$ cat config.mk
export PLATFORM = sky130hd
export DESIGN_NAME = cnv3_queue
export DESIGN_NICKNAME = d
export VERILOG_FILES = /design/src/sv/cnv3_pkg.sv /design/src/sv/cnv3_queue.sv
export SDC_FILE = /design/constraint.sdc
export NUM_CORES = 1
export LEC_CHECK = 0
export ABC_AREA = 1
export BUFFER_PORTS_ARGS = -buffer_cell sky130_fd_sc_hd__buf_2
export CORE_MARGIN = 2
export CORE_UTILIZATION = 40
export DETAILED_ROUTE_END_ITERATION = 8
export GPL_TIMING_DRIVEN = 0
export PLACE_DENSITY = 0.55
export SYNTH_ARGS = -nofsm -noshare
export SYNTH_HDL_FRONTEND = slang
export SYNTH_SLANG_ARGS = --single-unit
$ cat constraint.sdc
create_clock -name clk -period 3.6 [get_ports clk]
set_input_delay 0 -clock clk [delete_from_list [all_inputs] [get_ports clk]]
set_output_delay 0 -clock clk [all_outputs]
set_load 0.02 [all_outputs]
$ cat src/sv/cnv3_pkg.sv
`default_nettype none
package cnv3_pkg;

	localparam int Taps = 9;

	// register map, index = paddr[5:3]
	localparam logic [2:0] REG_KROW_TOP = 3'd0;
	localparam logic [2:0] REG_KROW_MID = 3'd1;
	localparam logic [2:0] REG_KROW_BOT = 3'd2;
	localparam logic [2:0] REG_WIDTH    = 3'd3;
	localparam logic [2:0] REG_HEIGHT   = 3'd4;

	localparam logic [47:0] KROW_MID_RESET = 48'h0000_0100_0000;
	localparam logic [10:0] WIDTH_RESET    = 11'd640;
	localparam logic [12:0] HEIGHT_RESET   = 13'd480;

	typedef struct packed {
		logic [Taps-1:0][7:0] px;
		logic                 last;
	} job_t;

	typedef struct packed {
		logic full;
		logic empty;
	} q_stat_t;

endpackage
`default_nettype wire

$ cat src/sv/cnv3_queue.sv
`default_nettype none
module cnv3_queue (
	input  wire                clk,
	input  wire                arst_n,
	input  wire                push,
	input  cnv3_pkg::job_t     push_job,
	input  wire                pop,
	output cnv3_pkg::job_t     pop_job,
	output cnv3_pkg::q_stat_t  q_stat
);
	import cnv3_pkg::*;

	job_t       ent_q [4];
	logic [1:0] wp_q, rp_q;
	logic [2:0] cnt_q;

	assign pop_job      = ent_q[rp_q];
	assign q_stat.full  = (cnt_q == 3'd4);
	assign q_stat.empty = (cnt_q == 3'd0);

	always_ff @(posedge clk) begin
		if (push) begin
			ent_q[wp_q] <= push_job;
		end
	end

	always_ff @(posedge clk or negedge arst_n) begin
		if (!arst_n) begin
			wp_q  <= '0;
			rp_q  <= '0;
			cnt_q <= '0;
		end else begin
			if (push) begin
				wp_q <= wp_q + 1'b1;
			end
			if (pop) begin
				rp_q <= rp_q + 1'b1;
			end
			cnt_q <= cnt_q + {2'b0, push} - {2'b0, pop};
		end
	end
endmodule
`default_nettype wire

Word-level counts from Yosys, hierarchy flattened
Memories as Yosys holds them, arrays and structs flattened. Cells that the tools add are included.

Add/subtract/negate cells: 4. Eq/ne operators: 1. Multiplexer cells: 2. Reductions and logical operators: 1.

Operator list (number): $add A2 B1 Y2 const B (2); $add A3 B1 Y3 (1); $eq A3 B3 Y1 const B (1); $logic_not A3 Y1 (1); $sub A3 B1 Y3 (1); $mux W1 (2).

Flip-flop bits (word level): 7. Memory bits (writable): 292. Input port bits: 77. Output and inout port bits: 75. Logic and storage cells: 12. Memories: 1.

Memory list: ent_q (words 4, bits a word 73, rd ports 1, clocked after Yosys merged registers in 0, write ports 1, line cnv3_queue.sv:13) `job_t ent_q [4];`.

Logic depth before layout (Yosys ltp)
Gate-level depths: netlist of run 1.

Depth after elaboration: 2. Mapped depth: 8. Mapped depth without buffers: 8.

Least setup slack after synthesis of run 1
OpenSTA, ideal clock, no wires.

Path kind: register to register. From: reg wp_q[0]. To: mem ent_q[0][0] (netlist bit), enable pin. Library setup time: 0.427 ns. Data arrival time: 2.096 ns. Data required time: 3.173 ns. Slack: 1.077 ns. Cell stages (with the launch flop): 5. Path buffers: 0. Period minus slack after synthesis: 2.523 ns. Cells stage by stage: dfrtp_1 inv_1 ha_1 nand2_1 inv_1.

RTL lines: start: declaration (line cnv3_queue.sv:14) `logic [1:0] wp_q, rp_q;`; start signal: assignment (line cnv3_queue.sv:34) `wp_q <= wp_q + 1'b1;`; end: declaration (line cnv3_queue.sv:13).

Straight into the memory's write port.

==> flow_summary.toml, run 1 <==
[layout]
fin_cells = 1888
n_fill_cell = 2832
area_growth_pct = 26.0
finalCoreUtilization_pct = 50.9
nets = 1543
drive_gt1_share_pct = 17.2

[power_and_ir_drop]
clkPwrFrac_pct = 26.3
p_int_mw = 8.33
p_sw_mw = 4.99
power_frac_seq_pct = 35.2
powerDensity_nw_per_um2 = 831
p_sw_share_pct = 37.5
comb_power_share_pct = 38.5
cellLeakagePower_nw = 7.48
ir_worst_vdd_uv = 399

[floorplan]
coreArea_um2 = 31500
start_util_pct = 40.4
rows = 65
die_h_um = 182
fp.dieArea_um2 = 33200
num_io_pins = 152
dieWidth_um = 182

[sta]
tightest_slew_ps = 606
finalClockSkew_ps = 15.5
final-setup-viol-count = 0
fmax_mhz = 504
fin_crit_sh_pct = 55.1
rsz0062_at_grt = "false"
hold_viol = 0
relSlewSlack_pct = 59.6
finalMaxSlewViolations = 0
worst_slack_ps = 1620
min_period_ps = 1980

[global_route]
grt-ovfl-total = 0
antenna_found_initial = 1
grt_max_degree = 54
use_met2_pct = 29.7
grt_pass1_vias = 8177
grt_use_met3_pct = 3.29
grt_pass1_wl_mm = 44.0
grt_usage_pct = 17.3
met1_usage_pct = 22.8
top_usage_layer = "met2"

[run_status]
outcome = "complete, no violations"

[yosys]
ys.warnings.count = 0
ys_seq_area_share_pct = 70.3
synth.area.top_cells = "edfxtp_1 69%, nand2_1 11%, inv_1 9.0%"
syn_area_um2 = 12700
ys_types = 16
avgSynthCellArea_um2 = 10.7
yosysTopAreaCellShare_pct = 68.9
syn_inst = 1191
yosysTopAreaCell = "edfxtp_1"
synth_seq_cells = 299
synth_nets = 1275

[clocking]
cts_resized = 0
htree_levels = 2
clk_pin_slew_worst_paths_ps = 60
clock_latency_ps = 500
clockRootBuffer = "clkbuf_16"
cts_buffers = 34
cts_tree = "yes"
cts_num_sinks = 299
cts_buffer_depth = 3

[route]
drt_iter0_drc = 417
drtAntennaViolNets = 0
viasPerCell = 4.43
drtPass1Iterations = 4
remaining_drc_errors = 0
wire_per_inst_um = 15.1
vias = 8358
routed_wl_mm = 28.4

[worst_hold_path]
hold_class = "primary input to flip-flop"
whs_path_depth = 2
holdPathEnd = "ent_q[1][65]$_DFFE_PP_"
min_from = "push_job[65]"

[placement]
place.gp.congestion = 0.721
placedCellCount = 1748
pre_cts_ws_ps = 1670
port_buffers = 151
dpl.hpwl_mm = 16.8

[setup_path]
crit_required_ps = 3600
critPathLaunchType = "flip-flop"
r2r_slack_ps = 1700
end_kind = "primary output"
cp_data_arrival_time_ps = 1980
cp_max_fo = 10
r2r-end = "ent_q[0][22]$_DFFE_PP_"
rr_worst_depth = 5
path_class = "flip-flop to primary output"
reg2reg_from = "wp_q[0]$_DFFE_PN0P_"

[flow_run]
maxCapViolations = 0
==> synth_stat cells (all sizes together) <==
master and instances:
nor3 1, clkbuf 4, buf 46, xor2 3, fa 1, inv 306
ha 6, nor2 1, dfrtp 7, o21ai 1, nand2 376, edfxtp 292
nand3 147
==> area by class of cell <==
type	count	area [um^2]	area share, %
inverters	306	1160	7.23
multi-input cells	536	2280	14.2
well taps	402	503	3.14
plain buffers	50	347	2.16
clock inverters	14	176	1.10
clock buffers	48	977	6.10
flip-flops and latches	299	8940	55.8
diodes	1	2.50	0.0156
repair buffers	232	1640	10.2
==> power groups by stage <==
| stage | Combinational (mW) | Clock, mW | Sequential (mW) |
|---|---|---|---|
| floorplan | 3.29 | 0 | 4.77 |
| finish | 5.13 | 3.50 | 4.69 |
| CTS | 5.27 | 3.58 | 4.69 |
| global route | 5.72 | 3.74 | 4.74 |
| global placement | 5.06 | 0 | 4.84 |
| detailed placement | 5.19 | 0 | 4.76 |
==> stage by stage <==
step	TNS [ps]	cell area (um^2)	hold WS (ps)	total power, mW
CTS	0	16000	228	13.5
global placement	-72460	14000	-152	9.89
floorplan	0	12700	-296	8.06
finish	0	16000	242	13.3
detailed placement	0	14100	-154	9.95
global route	0	16000	239	14.2
==> worst max-delay path by stage <==
stage | end | start | slack, ps
after floorplan | ent_q[0][0]$_DFFE_PP_ | wp_q[0]$_DFFE_PN0P_ | 1080
after global placement | ent_q[2][48]$_DFFE_PP_ | wp_q[0]$_DFFE_PN0P_ | -310
after detailed placement | ent_q[0][27]$_DFFE_PP_ | wp_q[0]$_DFFE_PN0P_ | 1670
after CTS | pop_job[18] | rp_q[0]$_DFFE_PN0P_ | 1590
after global routing | pop_job[24] | rp_q[0]$_DFFE_PN0P_ | 1470
final | pop_job[38] | rp_q[1]$_DFFE_PN0P_ | 1620
==> flip-flops by register name, indices dropped and copies added (netlist names) <==
register	cells
wp_q	2
cnt_q	3
rp_q	2
ent_q	292
==> worst max-delay path, stage by stage, from the launching register on <==
cell and delay, ps:
dfrtp_1 370, inv_1 60, buf_2 290, buf_2 340, nand3_1 110, nand2_1 120, buf_2 180
==> metal layers <==
metal  up-vias  share of wire, %
met5         -                 0
met4         0               1.7
met3        41               5.1
met2       190                48
met1      3874                45
li1       4253                 -
==> logic make-up after synthesis <==
family          share of synthesized area (%)
xor+xnor                                0.207
flops                                    70.3
fa+ha+maj                               0.748
compound gates                         0.0393
buf+inv                                  11.8
simple gates                             16.9
==> placed cells by master (no fill, tap or decap) <==
master and instances:
nand2_1 376, inv_1 301, edfxtp_1 292, buf_2 176
nand3_1 147, dlygate4sd3_1 77, clkbuf_16 37, clkbuf_1 14
buf_6 13, buf_4 8, dfrtp_1 7, ha_1 6
clkinv_2 5, inv_4 4, bufinv_16 4, buf_16 4
xor2_1 3, clkinv_1 2, clkinvlp_4 2, diode_2 1
inv_2 1, nor3_1 1, nor2_1 1, o21ai_0 1
fa_1 1, clkbuf_8 1, clkinv_4 1
==> timing repair <==
action / 4_1_cts / 5_1_grt
hold endpoints to repair: 304 / 0
hold buffers: 77 / 0
buffers inserted: 0 / 0
(Power assumes the default switching activity.)
==> run 2: changes to the inputs <==
==> constraint.sdc (replaced) <==
create_clock -name clk -period 2 [get_ports clk]
set_input_delay 0 -clock clk [delete_from_list [all_inputs] [get_ports clk]]
set_output_delay 0 -clock clk [all_outputs]
set_load 0.02 [all_outputs]
==> run 2 against run 1 <==
  * Final cell count up 0.16%
  * Sequential share of layout area about the same
  * Clock skew is 1.1 ps higher
  * Final area is essentially flat
  * Clock-buffer cell count down 1
  * First-iteration DRC count increased by 7.7%
  * Non-clock buffer count grew 6
  * Wire length increased by 0.20%
  * Register-to-register slack worse by 1500 ps
  * Power grew 78%
  * Via count rose by 0.93%
  * Hold slack improved by 5.6 ps
  * Critical path type unchanged
  * Largest cell class unchanged
  * Highest routed layer unchanged
==> flow_summary.toml, run 2 (synthesis results as in run 1) <==
[run_status]
outcome = "complete, no violations"

[layout]
finalCoreUtilization_pct = 50.9
final_common_cell = "nand2_1"
drive_gt1_share_pct = 18.0
diodes = 0
nets = 1551
reg_top3 = "ent_q: 292 flops, cnt_q: 3 flops"
area_growth_pct = 26.0
fin_cells = 1891
top_register = "ent_q"
layout_common_cells = "372 x nand2_1, 300 x inv_1, 292 x edfxtp_1"
largest_reg_flops = 292

[sta]
hold_viol = 0
relSlewSlack_pct = 63.6
rsz0062_at_grt = "false"
finalClockSkew_ps = 16.6
fin_crit_sh_pct = 95.5
tns_ps = 0
finalMaxSlewViolations = 0
final-setup-viol-count = 0
fmax_mhz = 523
tightest_slew_ps = 547
min_period_ps = 1910

[route]
viasPerCell = 4.46
vias = 8436
drt_iter0_drc = 449
wire_per_inst_um = 15.1
routed_wl_mm = 28.5
drtAntennaViolNets = 0
drtPass1Iterations = 5
remaining_drc_errors = 0

[setup_path]
cp_max_fo = 10
end_kind = "primary output"
critPathLaunchType = "flip-flop"
path_class = "flip-flop to primary output"
crit_required_ps = 2000
cp_data_arrival_time_ps = 1910

[clocking]
clock_latency_ps = 500
clockRootBuffer = "clkbuf_16"
cts_buffers = 36
cts_tree = "yes"
htree_levels = 2
cts_num_sinks = 299
cts_buffer_depth = 3
clk_pin_slew_worst_paths_ps = 50

[floorplan]
fp.dieArea_um2 = 33200
dieWidth_um = 182
start_util_pct = 40.4
rows = 65
die_h_um = 182
num_io_pins = 152
coreArea_um2 = 31500

[power_and_ir_drop]
cellLeakagePower_nw = 7.45
powerDensity_nw_per_um2 = 1480
ir_worst_vdd_uv = 1010

[placement]
placedCellCount = 1752
place.gp.congestion = 0.703
dpl.hpwl_mm = 17.1
port_buffers = 151

[global_route]
grt_pass1_wl_mm = 44.0
grt_max_degree = 35
grt-ovfl-total = 0
antenna_found_initial = 0
grt_usage_pct = 17.2
grt_pass1_vias = 8271

[flow_run]
maxCapViolations = 0

[worst_hold_path]
hold_class = "primary input to flip-flop"
==> run 2: through the flow <==
step	hold slack (ps)	setup slack, ps	area, um^2	total power [mW]
2_1_floorplan	-296	-134	12800	14.5
3_3_place_gp	-150	-1210	14000	17.7
3_5_place_dp	-146	98.0	14200	18.0
4_1_cts	224	0.828	16000	24.0
5_1_grt	243	2.95	16000	25.2
6_report	247	89.3	16000	23.7
==> run 2: per-layer routing <==
metal | vias up | routed length (um) | GRT usage (%)
li1 | 4264 | - | -
met1 | 3934 | 12800 | 22.6
met2 | 193 | 13700 | 29.6
met3 | 45 | 1410 | 2.93
met4 | 0 | 610 | 4.94
met5 | - | 0 | 0
==> run 2: path summary, 6_finish.rpt <==
check / startpoint / endpoint / slack, ps / cells past startpoint
worst max-delay path: rp_q[1]$_DFFE_PN0P_ / pop_job[61] / 90 / 5
worst min-delay path: push_job[9] / ent_q[3][9]$_DFFE_PP_ / 250 / 2
min in group asynchronous: arst_n / cnt_q[1]$_DFF_PN0_ / 490 / 3
worst min register to register: wp_q[0]$_DFFE_PN0P_ / wp_q[0]$_DFFE_PN0P_ / 560 / 1
max in group asynchronous: arst_n / cnt_q[0]$_DFF_PN0_ / 1240 / 3
worst max register to register: wp_q[0]$_DFFE_PN0P_ / ent_q[0][48]$_DFFE_PP_ / 190 / 5
==> run 2: critical path, stage by stage, from the launching register on <==
cell and delay [ps]:
dfrtp_1 330, buf_2 290, buf_2 330, nand3_1 130
nand2_1 130, buf_2 180
==> run 2: cell type report <==
| type | instances | area, um^2 |
|---|---|---|
| multi-input cells | 536 | 2300 |
| repair buffers | 238 | 1700 |
| well taps | 402 | 503 |
| fillers | 2811 | 15400 |
| inverters | 306 | 1160 |
| flip-flops and latches | 299 | 8940 |
| plain buffers | 50 | 369 |
| clock inverters | 13 | 88.8 |
| clock buffers | 47 | 963 |
==> run 2: repair_timing <==
action                     4_1_cts  5_1_grt
gates resized for setup          1       10
hold endpoints to repair       303        0
hold buffers                    77        0
setup buffers                    0        2
setup endpoints to repair        2       43
pin swaps                        0        0
==> run 2: where the power goes <==
part           internal (mW)  switching (mW)
Clock                   3.50            2.35
Combinational           2.99            6.43
Sequential              8.19           0.248
Total                   14.7            9.02
