===== config.mk =====
export PLATFORM = sky130hd
export DESIGN_NAME = cnv3_back
export DESIGN_NICKNAME = d
export VERILOG_FILES = /design/src/sv/cnv3_pkg.sv /design/src/sv/cnv3_back.sv
export SDC_FILE = /design/constraint.sdc
export NUM_CORES = 1
export LEC_CHECK = 0
export BUFFER_PORTS_ARGS = -buffer_cell sky130_fd_sc_hd__buf_2
export CELL_PAD_IN_SITES_DETAIL_PLACEMENT = 1
export CELL_PAD_IN_SITES_GLOBAL_PLACEMENT = 2
export CORE_AREA = 2 2 237 239
export CTS_CLUSTER_DIAMETER = 100
export DETAILED_ROUTE_END_ITERATION = 7
export DIE_AREA = 0 0 239 241
export PLACE_DENSITY = 0.87
export SYNTH_ARGS = -nofsm -noshare
export SYNTH_HDL_FRONTEND = slang
export SYNTH_SLANG_ARGS = --single-unit

===== constraint.sdc =====
create_clock -name clk -period 14.9 [get_ports clk]
set_clock_uncertainty 0.1 [all_clocks]
set_input_delay 3.725 -clock clk [delete_from_list [all_inputs] [get_ports clk]]
set_output_delay 3.725 -clock clk [all_outputs]
set_load 0.02 [all_outputs]

===== src/sv/cnv3_pkg.sv =====
`default_nettype none
package cnv3_pkg;

	localparam int Taps = 9;

	// register map, index = paddr[5:3]
	localparam logic [2:0] REG_KROW_TOP = 3'd0;
	localparam logic [2:0] REG_KROW_MID = 3'd1;
	localparam logic [2:0] REG_KROW_BOT = 3'd2;
	localparam logic [2:0] REG_WIDTH    = 3'd3;
	localparam logic [2:0] REG_HEIGHT   = 3'd4;

	localparam logic [47:0] KROW_MID_RESET = 48'h0000_0100_0000;
	localparam logic [10:0] WIDTH_RESET    = 11'd640;
	localparam logic [12:0] HEIGHT_RESET   = 13'd480;

	typedef struct packed {
		logic [Taps-1:0][7:0] px;
		logic                 last;
	} job_t;

	typedef struct packed {
		logic full;
		logic empty;
	} q_stat_t;

endpackage
`default_nettype wire


===== src/sv/cnv3_back.sv =====
`default_nettype none
module cnv3_back (
	input  wire                      clk,
	input  wire                      arst_n,
	input  cnv3_pkg::q_stat_t        q_stat,
	input  cnv3_pkg::job_t           pop_job,
	output logic                     pop,
	input  wire [cnv3_pkg::Taps-1:0][15:0] taps,
	output logic                     out_valid,
	input  wire                      out_ready,
	output logic [7:0]               filtered,
	output logic                     last
);
	import cnv3_pkg::*;

	localparam logic [2:0] B_IDLE = 3'd0;
	localparam logic [2:0] B_MAC  = 3'd1;
	localparam logic [2:0] B_ABS  = 3'd2;
	localparam logic [2:0] B_DIV  = 3'd3;
	localparam logic [2:0] B_OUT  = 3'd4;

	logic [2:0]         state_q;
	job_t               job_q;
	logic [3:0]         idx_q;
	logic signed [24:0] prod_q;
	logic signed [20:0] s_q, n_q;
	logic [18:0]        an_q, rem_q;
	logic [26:0]        dvd_q;
	logic [7:0]         quo_q;
	logic [4:0]         step_q;

	logic signed [24:0] padj;
	logic signed [15:0] tcur;
	logic [7:0]         pcur;
	logic signed [20:0] s_abs, n_abs;
	logic [19:0]        rem_sh;
	logic               ge;
	logic               load;

	assign tcur   = $signed(taps[idx_q[3:0] < 4'd9 ? idx_q : 4'd0]);
	assign pcur   = job_q.px[idx_q < 4'd9 ? idx_q : 4'd0];
	assign padj   = prod_q + (prod_q[24] ? 25'sd255 : 25'sd0);
	assign s_abs  = s_q[20] ? -s_q : s_q;
	assign n_abs  = n_q[20] ? -n_q : n_q;
	assign rem_sh = {rem_q, dvd_q[26]};
	assign ge     = rem_sh >= {1'b0, an_q};
	assign pop    = (state_q == B_IDLE) && !q_stat.empty;
	assign load   = (state_q == B_OUT) && (!out_valid || out_ready);

	always_ff @(posedge clk) begin
		if (pop) begin
			job_q <= pop_job;
		end
		if (load) begin
			filtered <= quo_q;
			last     <= job_q.last;
		end
		case (state_q)
			B_MAC: begin
				if (idx_q < 4'd9) begin
					prod_q <= $signed({1'b0, pcur}) * tcur;
					n_q    <= n_q + {{5{tcur[15]}}, tcur};
				end
				if (idx_q != 4'd0) begin
					s_q <= s_q + {{4{padj[24]}}, padj[24:8]};
				end
			end
			B_ABS: begin
				if (n_q > -21'sd256 && n_q < 21'sd256) begin
					an_q <= 19'd256;
				end else begin
					an_q <= n_abs[18:0];
				end
				dvd_q <= {s_abs[18:0], 8'd0};
				rem_q <= '0;
			end
			B_DIV: begin
				rem_q <= ge ? 19'(rem_sh - {1'b0, an_q}) : rem_sh[18:0];
				dvd_q <= {dvd_q[25:0], 1'b0};
				quo_q <= {quo_q[6:0], ge};
			end
			default: begin
				s_q <= '0;
				n_q <= '0;
			end
		endcase
	end

	always_ff @(posedge clk or negedge arst_n) begin
		if (!arst_n) begin
			state_q   <= B_IDLE;
			idx_q     <= '0;
			step_q    <= '0;
			out_valid <= 1'b0;
		end else begin
			if (load) begin
				out_valid <= 1'b1;
			end else if (out_ready) begin
				out_valid <= 1'b0;
			end
			case (state_q)
				B_IDLE: begin
					idx_q <= '0;
					if (pop) begin
						state_q <= B_MAC;
					end
				end
				B_MAC: begin
					idx_q <= idx_q + 4'd1;
					if (idx_q == 4'd9) begin
						state_q <= B_ABS;
					end
				end
				B_ABS: begin
					step_q  <= '0;
					state_q <= B_DIV;
				end
				B_DIV: begin
					step_q <= step_q + 5'd1;
					if (step_q == 5'd26) begin
						state_q <= B_OUT;
					end
				end
				B_OUT: begin
					if (load) begin
						state_q <= B_IDLE;
					end
				end
				default: state_q <= B_IDLE;
			endcase
		end
	end
endmodule
`default_nettype wire


After elaboration in Yosys (flattened, before gate mapping)
Cells that the tools add are included.
Widths: inputs -> output; s select.
- divide/modulo/power cells: 0
- mux-type cells: 24
- multiply operators: 1
- bitwise logic cells: 1
- equal/unequal tests: 12
- $lt $le $gt $ge: 5
- shift operators: 0
- add/subtract/negate cells: 8
- reduce and logical (&&, ||, !) cells: 16
- operators with widths (kind ; number):
    $pmux 21 s2 ; 2
    $bmux 16 s4 ; 1
    $mux 19 ; 3
    $pmux 27 s2 ; 1
    $add 21x21->21 ; 2
    $mux 21 ; 2
    $neg 19->19 ; 2
    $pmux 19 s2 ; 1
    $bmux 8 s4 ; 1
    $add 25x9->25 ; 1
    $mul 9x16->25 ; 1
    $gt 21x9->1 const B ; 1
    $lt 21x10->1 const B ; 1
    $ge 20x19->1 ; 1
    $sub 19x19->19 ; 1
    $mux 16 ; 1
    $mux 8 ; 2
    $pmux 3 s5 ; 1
    $mux 3 ; 4
    $ne 2x2->1 const B ; 6
    $pmux 5 s2 ; 1
    $pmux 4 s2 ; 1
    $eq 3x2->1 const B ; 2
    $reduce_and 2->1 ; 3
    19 further kinds ; 25
- bits in latches: 0
- word-level logic and storage cells: 90
- flip-flop bits (word level): 235
- memories: 0
- bits in writable memories: 0
- input bits: 222
- bits in read-only memories: 0

Longest topological paths before layout
Gate-level depths: netlist of the first run.
- word-level depth: 7
- depth in mapped cells: 29
- gate-level depth less buffers: 27

Worst setup path after synthesis of the first run
Ideal clock, no wire load.
- kind: input-to-output
- from: input port q_stat[0] (netlist bit)
- to: output port pop
- path slack: -90 ps
- required time: 11075 ps
- stages: 1
- arrival time: 11165 ps
- cells stage by stage: nor4_1
- cells in the longest elaborated chain, start to end: 2
- ends and longest elaborated chain (what ; RTL line ; text):
    from (decl) ; cnv3_back.sv:5 ; input cnv3_pkg::q_stat_t q_stat,
    $logic_not 1->1 ; cnv3_back.sv:47 ; assign pop = (state_q == B_IDLE) && !q_stat.empty;
    $logic_and 1x1->1 ; cnv3_back.sv:47 ;
    to (decl) ; cnv3_back.sv:7 ; output logic pop,
No other way between the ends.

Final worst setup path of the first run
- from: input port taps[71] (netlist bit)
- to: register prod_q[24], data pin
- cells in the longest elaborated chain, start to end: 3
- ends and longest elaborated chain (what ; RTL line ; text):
    from (decl) ; cnv3_back.sv:8 ; input wire [cnv3_pkg::Taps-1:0][15:0] taps,
    $bmux 16 s4 ; cnv3_back.sv:40 ; assign tcur = $signed(taps[idx_q[3:0] < 4'd9 ? idx_q : 4'd0]);
    $mux 16 ; cnv3_back.sv:40 ;
    $mul 9x16->25 ; cnv3_back.sv:61 ; prod_q <= $signed({1'b0, pcur}) * tcur;
    to (signal assigned) ; cnv3_back.sv:61 ;
    to (decl) ; cnv3_back.sv:25 ; logic signed [24:0] prod_q;
No other way between the ends. The select of a mux whose other input is x is not followed.
A chain may end at the register's enable or synchronous reset.

==> run metrics, run 1 <==
area share of fa/ha/maj cells after synthesis=19.69%; most frequent cells in the layout=231 x buf_2, 225 x inv_1, 214 x edfxtp_1; max_cap viols=0; IO Pins=233; Post-synth EDFFs=214; GPL Wtd Cong=0.9426; hold slack=0.3203 ns; crit path time final=10.07 ns; Area growth syn-to-layout=15.80%; Synth cell types=a little under 70; CP Data Required Time=15.09 ns; setup_tns=0 ns; CTS tree=built; cts hold-fix bufs=0; post-synthesis xor/xnor area fraction=5.570%; Syn Area/Cell=just under 10 µm²; largest net degree at the start of global routing=75; drt total wl=~54 mm; Slew @ Worst Pin=approximately 1.2 ns; Layout fillers=6,301; syn_nets=2,347; Die ar.=57,600 µm²; Initial Util=between 30 and 40%; mux cell area share after synthesis=3.722%; Max FO, Critical Path=9; drt drc=0; RSZ-0062 raised after global routing=no; Clock Tree Buf Depth=3; GRT Residual Overflow=0; FMAX=slightly below 0.1 GHz; wire per inst=18.85 µm; sequential share of the synthesized area=36.39%; gr usage total=about a fifth; CP Capture Type=register; Horiz. Die Dim=~240 µm; H-tree lvl count=1; simple-gate share of the synthesized area=13.08%; Synth area leaders=edfxtp_1 35%, fa_1 11%, ha_1 8.4%, inv_1 4.6%, mux2i_1 3.7%; slowest CP cell=a21oi_1; Final Setup Violations=0; row count=86; First-pass DRT Iterations=6; commonest non-fill, non-tap cell in the layout=buf_2; fin crit share=around two thirds; CTS sink count=227; Final Hold Fails=0; crit path cell chain=buf_2 > mux2i_1 > a221oi_1 > a21oi_1 > a21oi_1 > nand2_1 > fa_1 > inv_1 > fa_1 > fa_1 > inv_1 > fa_1 > inv_1 > ha_1 > or2_2 > a21oi_1 > a31oi_1 > a221oi_1 > o21bai_1 > a21o_1 > a2111oi_0 > nor3_1; Gate Count Post-Synth=1,896; slew margin rel.=21.42%; Yosys warnings=0; most used cell, CP=fa_1; Max stage delay on crit path=0.90 ns; Placement Cell Area=slightly above 20,000 µm²; synthesis-stage register bit count=approximately 230; initial DRC count=900; average vias per placed instance=5.351; nets=2,560; vias=15,186; clk_lat worst skew=about 0.6 ns; ys async rst share=between 5 and 6%; Yosys top cell by area=edfxtp_1; ys flop type=edfxtp_1; Core Region=54,880 µm²; HP Class=reg -> reg; IO buf count=approximately 230; number of global-route vias before repair=16,261; largest family of logic cells by synthesized area=adder cells; fin area=~21,000 µm²; post-synth top area share=between 30% and 40%; share of post-route cells with drive strength above 1=15.03%; status=complete, no violations; chip height=241 µm; Startpoint Class=input port; Slew Limit Fails=0; Crit Path Class=in -> reg; post-CTS setup buffer count=0; Cell Area, Synth=roughly 19,000 µm²; Num CTS Buffers=28; initial antenna violation count=4; Clock Root Buffer=clkbuf_16; dpl hpwl=41.77 mm; crit path DAT=roughly 10 ns; post-cts repair resize count=0; DRT antenna net count=0; Clock transition at path regs=0.06 ns; first-pass GRT wire length=86.27 mm; Synth Area in Compound Gates=15.41%
## flip-flops by register name (all words and copies together), names as in the netlist
name,flops
idx_q,4
filtered,8
step_q,5
s_q,21
quo_q,8
job_q,73
prod_q,25
state_q,3
dvd_q,19
out_valid,1
rem_q,19
an_q,19
n_q,21
last,1
## routing by layer
metal  GRT usage, %  wire [µm]  up-vias
met4          5.076       1342        2
met2          34.06      26890      299
li1               -          -     7137
met3          1.819       1725       86
met1          23.55      23530     7662
met5              0         15        -
## per-stage QoR
step	utilization, %	instances	worst slack (ns)
finish	39.15	2838	4.827
global route	39.15	2837	4.496
detailed placement	37.47	2783	4.272
floorplan	-	1896	3.109
CTS	39.13	2833	4.859
global placement	37.47	2783	4.499
## synthesized netlist by cell type (all sizes together) (3+ instances only)
cell     number
o21a         11
mux2i        69
o31ai        13
edfxtp      214
a222oi       23
a211oi       33
ha          124
o22ai        22
xnor2        62
buf          16
clkbuf       59
o41ai         7
nor2b        10
a31oi         7
fa          105
a21oi       114
nor2        178
nand4        13
a21o         48
dfrtp        13
and4          3
o21ai        70
and2         30
o2111ai       5
nand2b       33
a211o         5
xor2         56
and3         10
nand3        33
o21bai        6
a41oi         5
inv         225
nor3         25
o31a          3
or4          11
or2           7
nor4          5
a221oi       21
o32ai         3
o211ai        4
or3           7
nand2       158
## cells by family (layout without fill, tap and decap cells)
family / after synthesis / count (layout)
buf+inv: 301 / 534
fa+ha+maj: 229 / 229
other cells: 0 / 5
mux: 69 / 69
simple gates: 528 / 528
flops: 227 / 227
xor+xnor: 118 / 118
compound gates: 424 / 424
## path summary, 6_finish.rpt
| path | from | end | slack, ns | depth (start not counted) |
|---|---|---|---|---|
| min in group asynchronous | arst_n | state_q[2] | 2.92 | 1 |
| max in group asynchronous | arst_n | idx_q[0] | 11.51 | 1 |
| max reg2reg | idx_q[0] | prod_q[24] | 6.02 | 25 |
| max | taps[71] | prod_q[24] | 4.83 | 22 |
| min | quo_q[7] | filtered[7] | 0.32 | 0 |
| min reg2reg | quo_q[7] | filtered[7] | 0.32 | 0 |
## layout make-up
cell class              instances  area, µm²  area share [%]
flip-flops and latches        227       6755           31.44
inverters                     226      848.3           3.948
multi-input cells            1368      10720           49.89
clock buffers                  32      715.7           3.331
repair buffers                258       1359           6.324
diodes                          5      12.51         0.05823
well taps                     704      880.8           4.099
clock inverters                18      195.2          0.9084
## critical path: cells and delay by family
| family | cells | cell delay [ns] |
|---|---|---|
| simple gates | 3 | 0.58 |
| compound gates | 9 | 3.18 |
| buf+inv | 4 | 0.28 |
| mux | 1 | 0.07 |
| fa+ha+maj | 5 | 2.41 |
Power of run 1 is left out: the tool's default activity adds up to more than one toggle a clock period on the data nets, which glitch-free logic cannot reach.
==> inputs of run 2 (changes only) <==
--- a/config.mk
+++ b/config.mk
@@ -5,13 +5,14 @@
 export SDC_FILE = /design/constraint.sdc
 export NUM_CORES = 1
 export LEC_CHECK = 0
+export ABC_AREA = 1
 export BUFFER_PORTS_ARGS = -buffer_cell sky130_fd_sc_hd__buf_2
 export CELL_PAD_IN_SITES_DETAIL_PLACEMENT = 1
 export CELL_PAD_IN_SITES_GLOBAL_PLACEMENT = 2
-export CORE_AREA = 2 2 237 239
+export CORE_AREA = 2 2 249 251
 export CTS_CLUSTER_DIAMETER = 100
 export DETAILED_ROUTE_END_ITERATION = 7
-export DIE_AREA = 0 0 239 241
+export DIE_AREA = 0 0 251 253
 export PLACE_DENSITY = 0.87
 export SYNTH_ARGS = -nofsm -noshare
 export SYNTH_HDL_FRONTEND = slang
==> constraint.sdc (replaced) <==
create_clock -name clk -period 8.19 [get_ports clk]
set_clock_uncertainty 0.1 [all_clocks]
set_input_delay 2.0475 -clock clk [delete_from_list [all_inputs] [get_ports clk]]
set_output_delay 2.0475 -clock clk [all_outputs]
set_load 0.02 [all_outputs]
==> run metrics, run 2 <==
max_cap viols=0 (unchanged); Largest regs=job_q: 73 flops, prod_q: 25 flops (unchanged); hold path depth=0 (unchanged); post-CTS setup buffer count=0 (unchanged); Cell Area, Synth=19,240 µm² (was 18,560 µm²); share of post-route cells with drive strength above 1=13.40% (was 15.03%); Clock Root Buffer=clkbuf_16 (unchanged); first-pass GRT wire length=95.22 mm (was 86.27 mm); Gate Count Post-Synth=2,375 (was 1,896); Max FO, Critical Path=37 (was 9); First-pass DRT Iterations=5 (was 6); initial DRC count=713 (was 900); Num CTS Buffers=29 (was 28); Yosys warnings=0 (unchanged); fin crit share=87.34%; Clock transition at path regs=0.06 ns (about the same); max reg flops=73 (unchanged); number of global-route vias before repair=18,611 (was 16,261); average vias per placed instance=4.989 (was 5.351); Core Region=61,030 µm² (was 54,880 µm²); dpl ws=0.7021 ns (was 4.272 ns); Horiz. Die Dim=251 µm (was 239 µm); initial antenna violation count=8 (was 4); FMAX=0.1398 GHz; drt total wl=58.49 mm (was 53.51 mm); dpl hpwl=46.11 mm (was 41.77 mm); IO buf count=231 (unchanged); slowest CP cell=fa_1 (was a21oi_1); GPL Wtd Cong=0.8708 (was 0.9426); slew margin rel.=22.44% (was 21.42%); row count=91 (was 86); sequential share of the synthesized area=35.10% (was 36.39%); H-tree lvl count=1 (unchanged); crit path DAT=7.48 ns (was 10.26 ns); area occupied by multi-input gates=10,870 µm² (was 10,720 µm²); syn_nets=2,826 (was 2,347); clk_lat worst skew=0.59 ns (about the same); most used cell, CP=inv_1 (was fa_1); Synth area leaders=edfxtp_1 33%, fa_1 11%, nand2_1 10%, ha_1 8.1%, inv_1 6.3% (was edfxtp_1 35%, fa_1 11%, ha_1 8.4%, inv_1 4.6%, mux2i_1 3.7%); Slew Limit Fails=0 (unchanged); Post-synth EDFFs=214 (unchanged); CTS tree=built (unchanged); chip height=253 µm (was 241 µm); Synth cell types=41 (was 69); RSZ-0062 raised after global routing=no (unchanged); wire per inst=17.17 µm (was 18.85 µm); ys async rst share=5.727% (unchanged); IO Pins=233 (unchanged); CTS sink count=227 (unchanged); CP Capture Type=register (unchanged); top cells by count, synth=519 x nand2_1, 323 x inv_1, 252 x nor2_1, 214 x edfxtp_1, 193 x a21oi_1 (was 225 x inv_1, 214 x edfxtp_1, 178 x nor2_1, 158 x nand2_1, 124 x ha_1); HP Class=reg -> reg (unchanged); Layout fillers=7,459 (was 6,301); Die ar.=63,500 µm² (was 57,600 µm²); post-synth top area share=33.40% (was 34.63%); Reg with most FFs=job_q (unchanged); setup_tns=0 ns (unchanged); cts hold-fix bufs=0 (unchanged); synthesis-stage register bit count=227 (unchanged); Finished Core Util=36.41% (was 39.15%); Yosys top cell by area=edfxtp_1 (unchanged); Clock Tree Buf Depth=3 (unchanged); crit path time final=7.153 ns; Initial Util=31.52% (was 33.81%); Max stage delay on crit path=0.70 ns (was 0.90 ns); R2R cell count=27 (was 25); ys flop type=edfxtp_1 (unchanged); Crit Path Class=reg -> reg (was in -> reg); nets=3,039 (was 2,560); worst setup margin=1.037 ns (was 4.827 ns); largest net degree at the start of global routing=121 (was 75); commonest non-fill, non-tap cell in the layout=nand2_1 (was buf_2); Final Setup Violations=0 (unchanged); Syn Area/Cell=8.100 µm² (was 9.787 µm²); gr usage total=18.50% (was 18.68%); GRT Residual Overflow=0 (unchanged); most frequent cells in the layout=519 x nand2_1, 323 x inv_1, 248 x nor2_1 (was 231 x buf_2, 225 x inv_1, 214 x edfxtp_1); status=complete, no violations (unchanged); Startpoint Class=register (was input port); total area of sequential cells=6751 µm² (was 6755 µm²); Area growth syn-to-layout=15.50% (was 15.80%); post-cts repair resize count=0 (unchanged); drt drc=0 (unchanged); vias=16,993 (was 15,186); count leader, synth=nand2_1 (was inv_1); CP Data Required Time=8.52 ns (was 15.09 ns); DRT antenna net count=0 (unchanged); Final Hold Fails=0 (unchanged); Slew @ Worst Pin=1.162 ns (was 1.179 ns)
## run 2: worst max-delay path, delay by kind of cell (launching register included)
kind / cells / cell delay (ns)
adders and majority gates: 6 / 2.87
AOI/OAI and AO/OA: 2 / 0.63
xor gates and xnor gates: 1 / 0.19
DFF: 1 / 0.45
and+or+nand+nor: 10 / 1.62
buffers and inverters: 8 / 1.10
## run 2: stage by stage
| stage | hold slack [ns] | cell area [µm²] | cells |
|---|---|---|---|
| finish | 0.3375 | 22220 | 3406 |
| global route | 0.3593 | 22220 | 3405 |
| CTS | 0.3493 | 22210 | 3401 |
| detailed placement | 0.3338 | 21220 | 3347 |
| global placement | 0.3065 | 21220 | 3347 |
| floorplan | 0.3003 | 19240 | 2375 |
## run 2: layout make-up
class / instances / area share, %
clock buffers: 33 / 3.334
multi-input cells: 1740 / 48.92
flip-flops and latches: 227 / 30.39
diodes: 5 / 0.05631
inverters: 340 / 5.744
well taps: 790 / 4.449
repair buffers: 250 / 6.014
clock inverters: 21 / 1.092
## run 2: logic make-up (layout without fill, tap and decap cells)
kind of cell	after synthesis	after routing	share of synthesized area [%]
other	0	5	0
AOI/OAI and AO/OA	392	392	11.12
xor gates and xnor gates	79	79	3.597
and+or+nand+nor	1040	1040	22.55
adders and majority gates	229	229	18.99
DFF	227	227	35.10
buffers and inverters	408	644	8.644
## run 2: final timing paths
check	startpoint	to	slack (ns)
worst max-delay path	idx_q[1]	prod_q[23]	1.04
worst max register to register	idx_q[1]	prod_q[23]	1.04
worst min-delay path	quo_q[7]	filtered[7]	0.34
min in group asynchronous	arst_n	idx_q[3]	1.26
worst min register to register	quo_q[7]	filtered[7]	0.34
max in group asynchronous	arst_n	state_q[2]	6.48
## run 2: layer usage
layer	GRT usage [%]	share of wire [%]	vias to the layer above
li1	-	-	8268
met1	21.79	42	8348
met2	34.31	51	286
met3	3.166	4.4	87
met4	5.374	2.6	4
met5	0	0.041	-
Power of run 2 is left out for the same reason.
==> inputs of run 3 (changes only) <==
--- a/config.mk
+++ b/config.mk
@@ -5,14 +5,13 @@
 export SDC_FILE = /design/constraint.sdc
 export NUM_CORES = 1
 export LEC_CHECK = 0
-export ABC_AREA = 1
 export BUFFER_PORTS_ARGS = -buffer_cell sky130_fd_sc_hd__buf_2
 export CELL_PAD_IN_SITES_DETAIL_PLACEMENT = 1
 export CELL_PAD_IN_SITES_GLOBAL_PLACEMENT = 2
-export CORE_AREA = 2 2 249 251
+export CORE_AREA = 2 2 237 239
 export CTS_CLUSTER_DIAMETER = 100
 export DETAILED_ROUTE_END_ITERATION = 7
-export DIE_AREA = 0 0 251 253
+export DIE_AREA = 0 0 239 241
 export PLACE_DENSITY = 0.87
 export SYNTH_ARGS = -nofsm -noshare
 export SYNTH_HDL_FRONTEND = slang
==> run metrics, run 3 (synthesis results as in run 1) <==
register-to-register path setup slack=0.46 ns (was 1.04 ns); CP Data Required Time=8.38 ns (was 8.52 ns); share of post-route cells with drive strength above 1=16.16% (was 13.40%); wire per inst=18.59 µm (was 17.17 µm); slew margin rel.=22.40% (was 22.44%); First-pass DRT Iterations=6 (was 5); GRT Residual Overflow=0 (unchanged); Num CTS Buffers=27 (was 29); crit path DAT=7.92 ns (was 7.48 ns); first-pass GRT wire length=86.61 mm (was 95.22 mm); HP Class=reg -> reg (unchanged); CTS tree=built (unchanged); status=complete, no violations (unchanged); cts hold-fix bufs=0 (unchanged); average vias per placed instance=5.289 (was 4.989); reg2reg start=idx_q[0] (was idx_q[1]); H-tree lvl count=1 (unchanged); Clock Tree Buf Depth=3 (unchanged); drt drc=0 (unchanged); GR Layer Usage met3=2.059% (was 3.166%); Area growth syn-to-layout=17.28% (was 15.50%); GPL Wtd Cong=0.8991 (was 0.8708); RR Endpoint=prod_q[24] (was prod_q[23]); gr usage total=18.66% (was 18.50%); commonest non-fill, non-tap cell in the layout=buf_2 (was nand2_1); R2R cell count=27 (unchanged); drt total wl=53.34 mm (was 58.49 mm); dpl ws=0.1531 ns (was 0.7021 ns); post-cts repair resize count=0 (unchanged); most frequent cells in the layout=231 x buf_2, 225 x inv_1, 214 x edfxtp_1 (was 519 x nand2_1, 323 x inv_1, 248 x nor2_1); Die ar.=57,600 µm² (was 63,500 µm²); initial antenna violation count=6 (was 8); Slew Limit Fails=0 (unchanged); crit path time final=7.725 ns (was 7.153 ns); worst setup margin=0.4649 ns (was 1.037 ns); IO buf count=231 (unchanged); nets=2,589 (was 3,039); DRT antenna net count=0 (unchanged); IO Pins=233 (unchanged); chip height=241 µm (was 253 µm); hold path startpoint=job_q[0] (was quo_q[7]); Layout fillers=6,378 (was 7,459); Setup crit start=idx_q[0] (was idx_q[1]); Largest regs=job_q: 73 flops, prod_q: 25 flops (unchanged); Critical Path End=prod_q[24] (was prod_q[23]); post-CTS setup buffer count=0 (unchanged); Clock Root Buffer=clkbuf_16 (unchanged); Crit Path Class=reg -> reg (unchanged); Final Hold Fails=0 (unchanged); Clock transition at path regs=0.06 ns (about the same); largest net degree at the start of global routing=74 (was 121); max reg flops=73 (unchanged); Final Setup Violations=0 (unchanged); Max FO, Critical Path=13 (was 37); met2 GRT Util=33.38% (was 34.31%); vias=15,178 (was 16,993); CP Capture Type=register (unchanged); Reg with most FFs=job_q (unchanged); M1 GR Usage=23.96% (was 21.79%); initial DRC count=861 (was 713); fin crit share=94.32% (was 87.34%); max_cap viols=0 (unchanged); clk_lat worst skew=0.57 ns (was 0.59 ns); RSZ-0062 raised after global routing=no (unchanged); row count=86 (was 91); Horiz. Die Dim=239 µm (was 251 µm); CTS sink count=227 (unchanged); Startpoint Class=register (unchanged); FMAX=0.1294 GHz (was 0.1398 GHz); setup_tns=0 ns (unchanged); dpl hpwl=41.96 mm (was 46.11 mm); Core Region=54,880 µm² (was 61,030 µm²); GRT busiest layer=met2 (unchanged); Initial Util=33.81% (was 31.52%); Slew @ Worst Pin=1.164 ns (was 1.162 ns); number of global-route vias before repair=16,345 (was 18,611)
[run 3: cell types whose count changed in the layout (fill, tap and decap cells not counted), moves of 38 or more]
cell,previous run,this run
nand3_1,183,33
nor2_1,248,177
mux2i_1,0,69
a21o_1,6,48
nand2_1,519,157
o21ai_0,130,67
inv_1,323,225
a21oi_1,192,113
buf_4,16,54
[run 3: worst min path at each step]
stage                   to  cells after the start
2_1_floorplan  filtered[7]                      0
3_3_place_gp          last                      0
3_5_place_dp          last                      0
4_1_cts               last                      0
5_1_grt               last                      0
6_report              last                      0
[run 3: layout make-up]
class                   count  area (µm²)  share of cell area [%]
well taps                 704       880.8                   4.048
diodes                      7       17.52                 0.08050
inverters                 226       848.3                   3.898
clock inverters            11       145.1                  0.6670
flip-flops and latches    227        6755                   31.04
clock buffers              39       772.0                   3.548
repair buffers            288        1622                   7.452
multi-input cells        1368       10720                   49.26
[run 3: critical path, stage by stage (launching register included)]
cell and delay [ns]:
dfrtp_4 0.47, inv_1 0.18, ha_1 0.32, nand2b_1 0.22
nand2_1 0.57, buf_4 0.27, nor2_1 0.05, a221oi_1 0.30
a21o_1 0.24, a21oi_1 0.12, inv_1 0.13, nand2_1 0.08
fa_1 0.54, inv_1 0.07, fa_1 0.47, fa_1 0.50
inv_1 0.06, fa_1 0.56, inv_1 0.05, ha_1 0.33
or2_2 0.32, a21oi_1 0.19, a31oi_1 0.09, a221oi_1 0.40
o21bai_1 0.11, a21o_1 0.22, a2111oi_0 0.37, nor3_1 0.11
[run 3: per-layer routing]
metal | wire, µm | vias to the layer above
li1 | - | 7215
met1 | 23510 | 7599
met2 | 26650 | 289
met3 | 1954 | 75
met4 | 1224 | 0
met5 | 0 | -
[run 3: per-stage QoR]
stage | util (%) | hold slack, ns | std cells | area, µm²
6_report | 39.65 | 0.3272 | 2870 | 21760
5_1_grt | 39.65 | 0.3378 | 2869 | 21760
4_1_cts | 39.62 | 0.3339 | 2863 | 21740
3_5_place_dp | 37.95 | 0.3190 | 2813 | 20830
3_3_place_gp | 37.95 | 0.3014 | 2813 | 20830
2_1_floorplan | - | 0.3003 | 1896 | 18570
Power of run 3 is left out for the same reason.
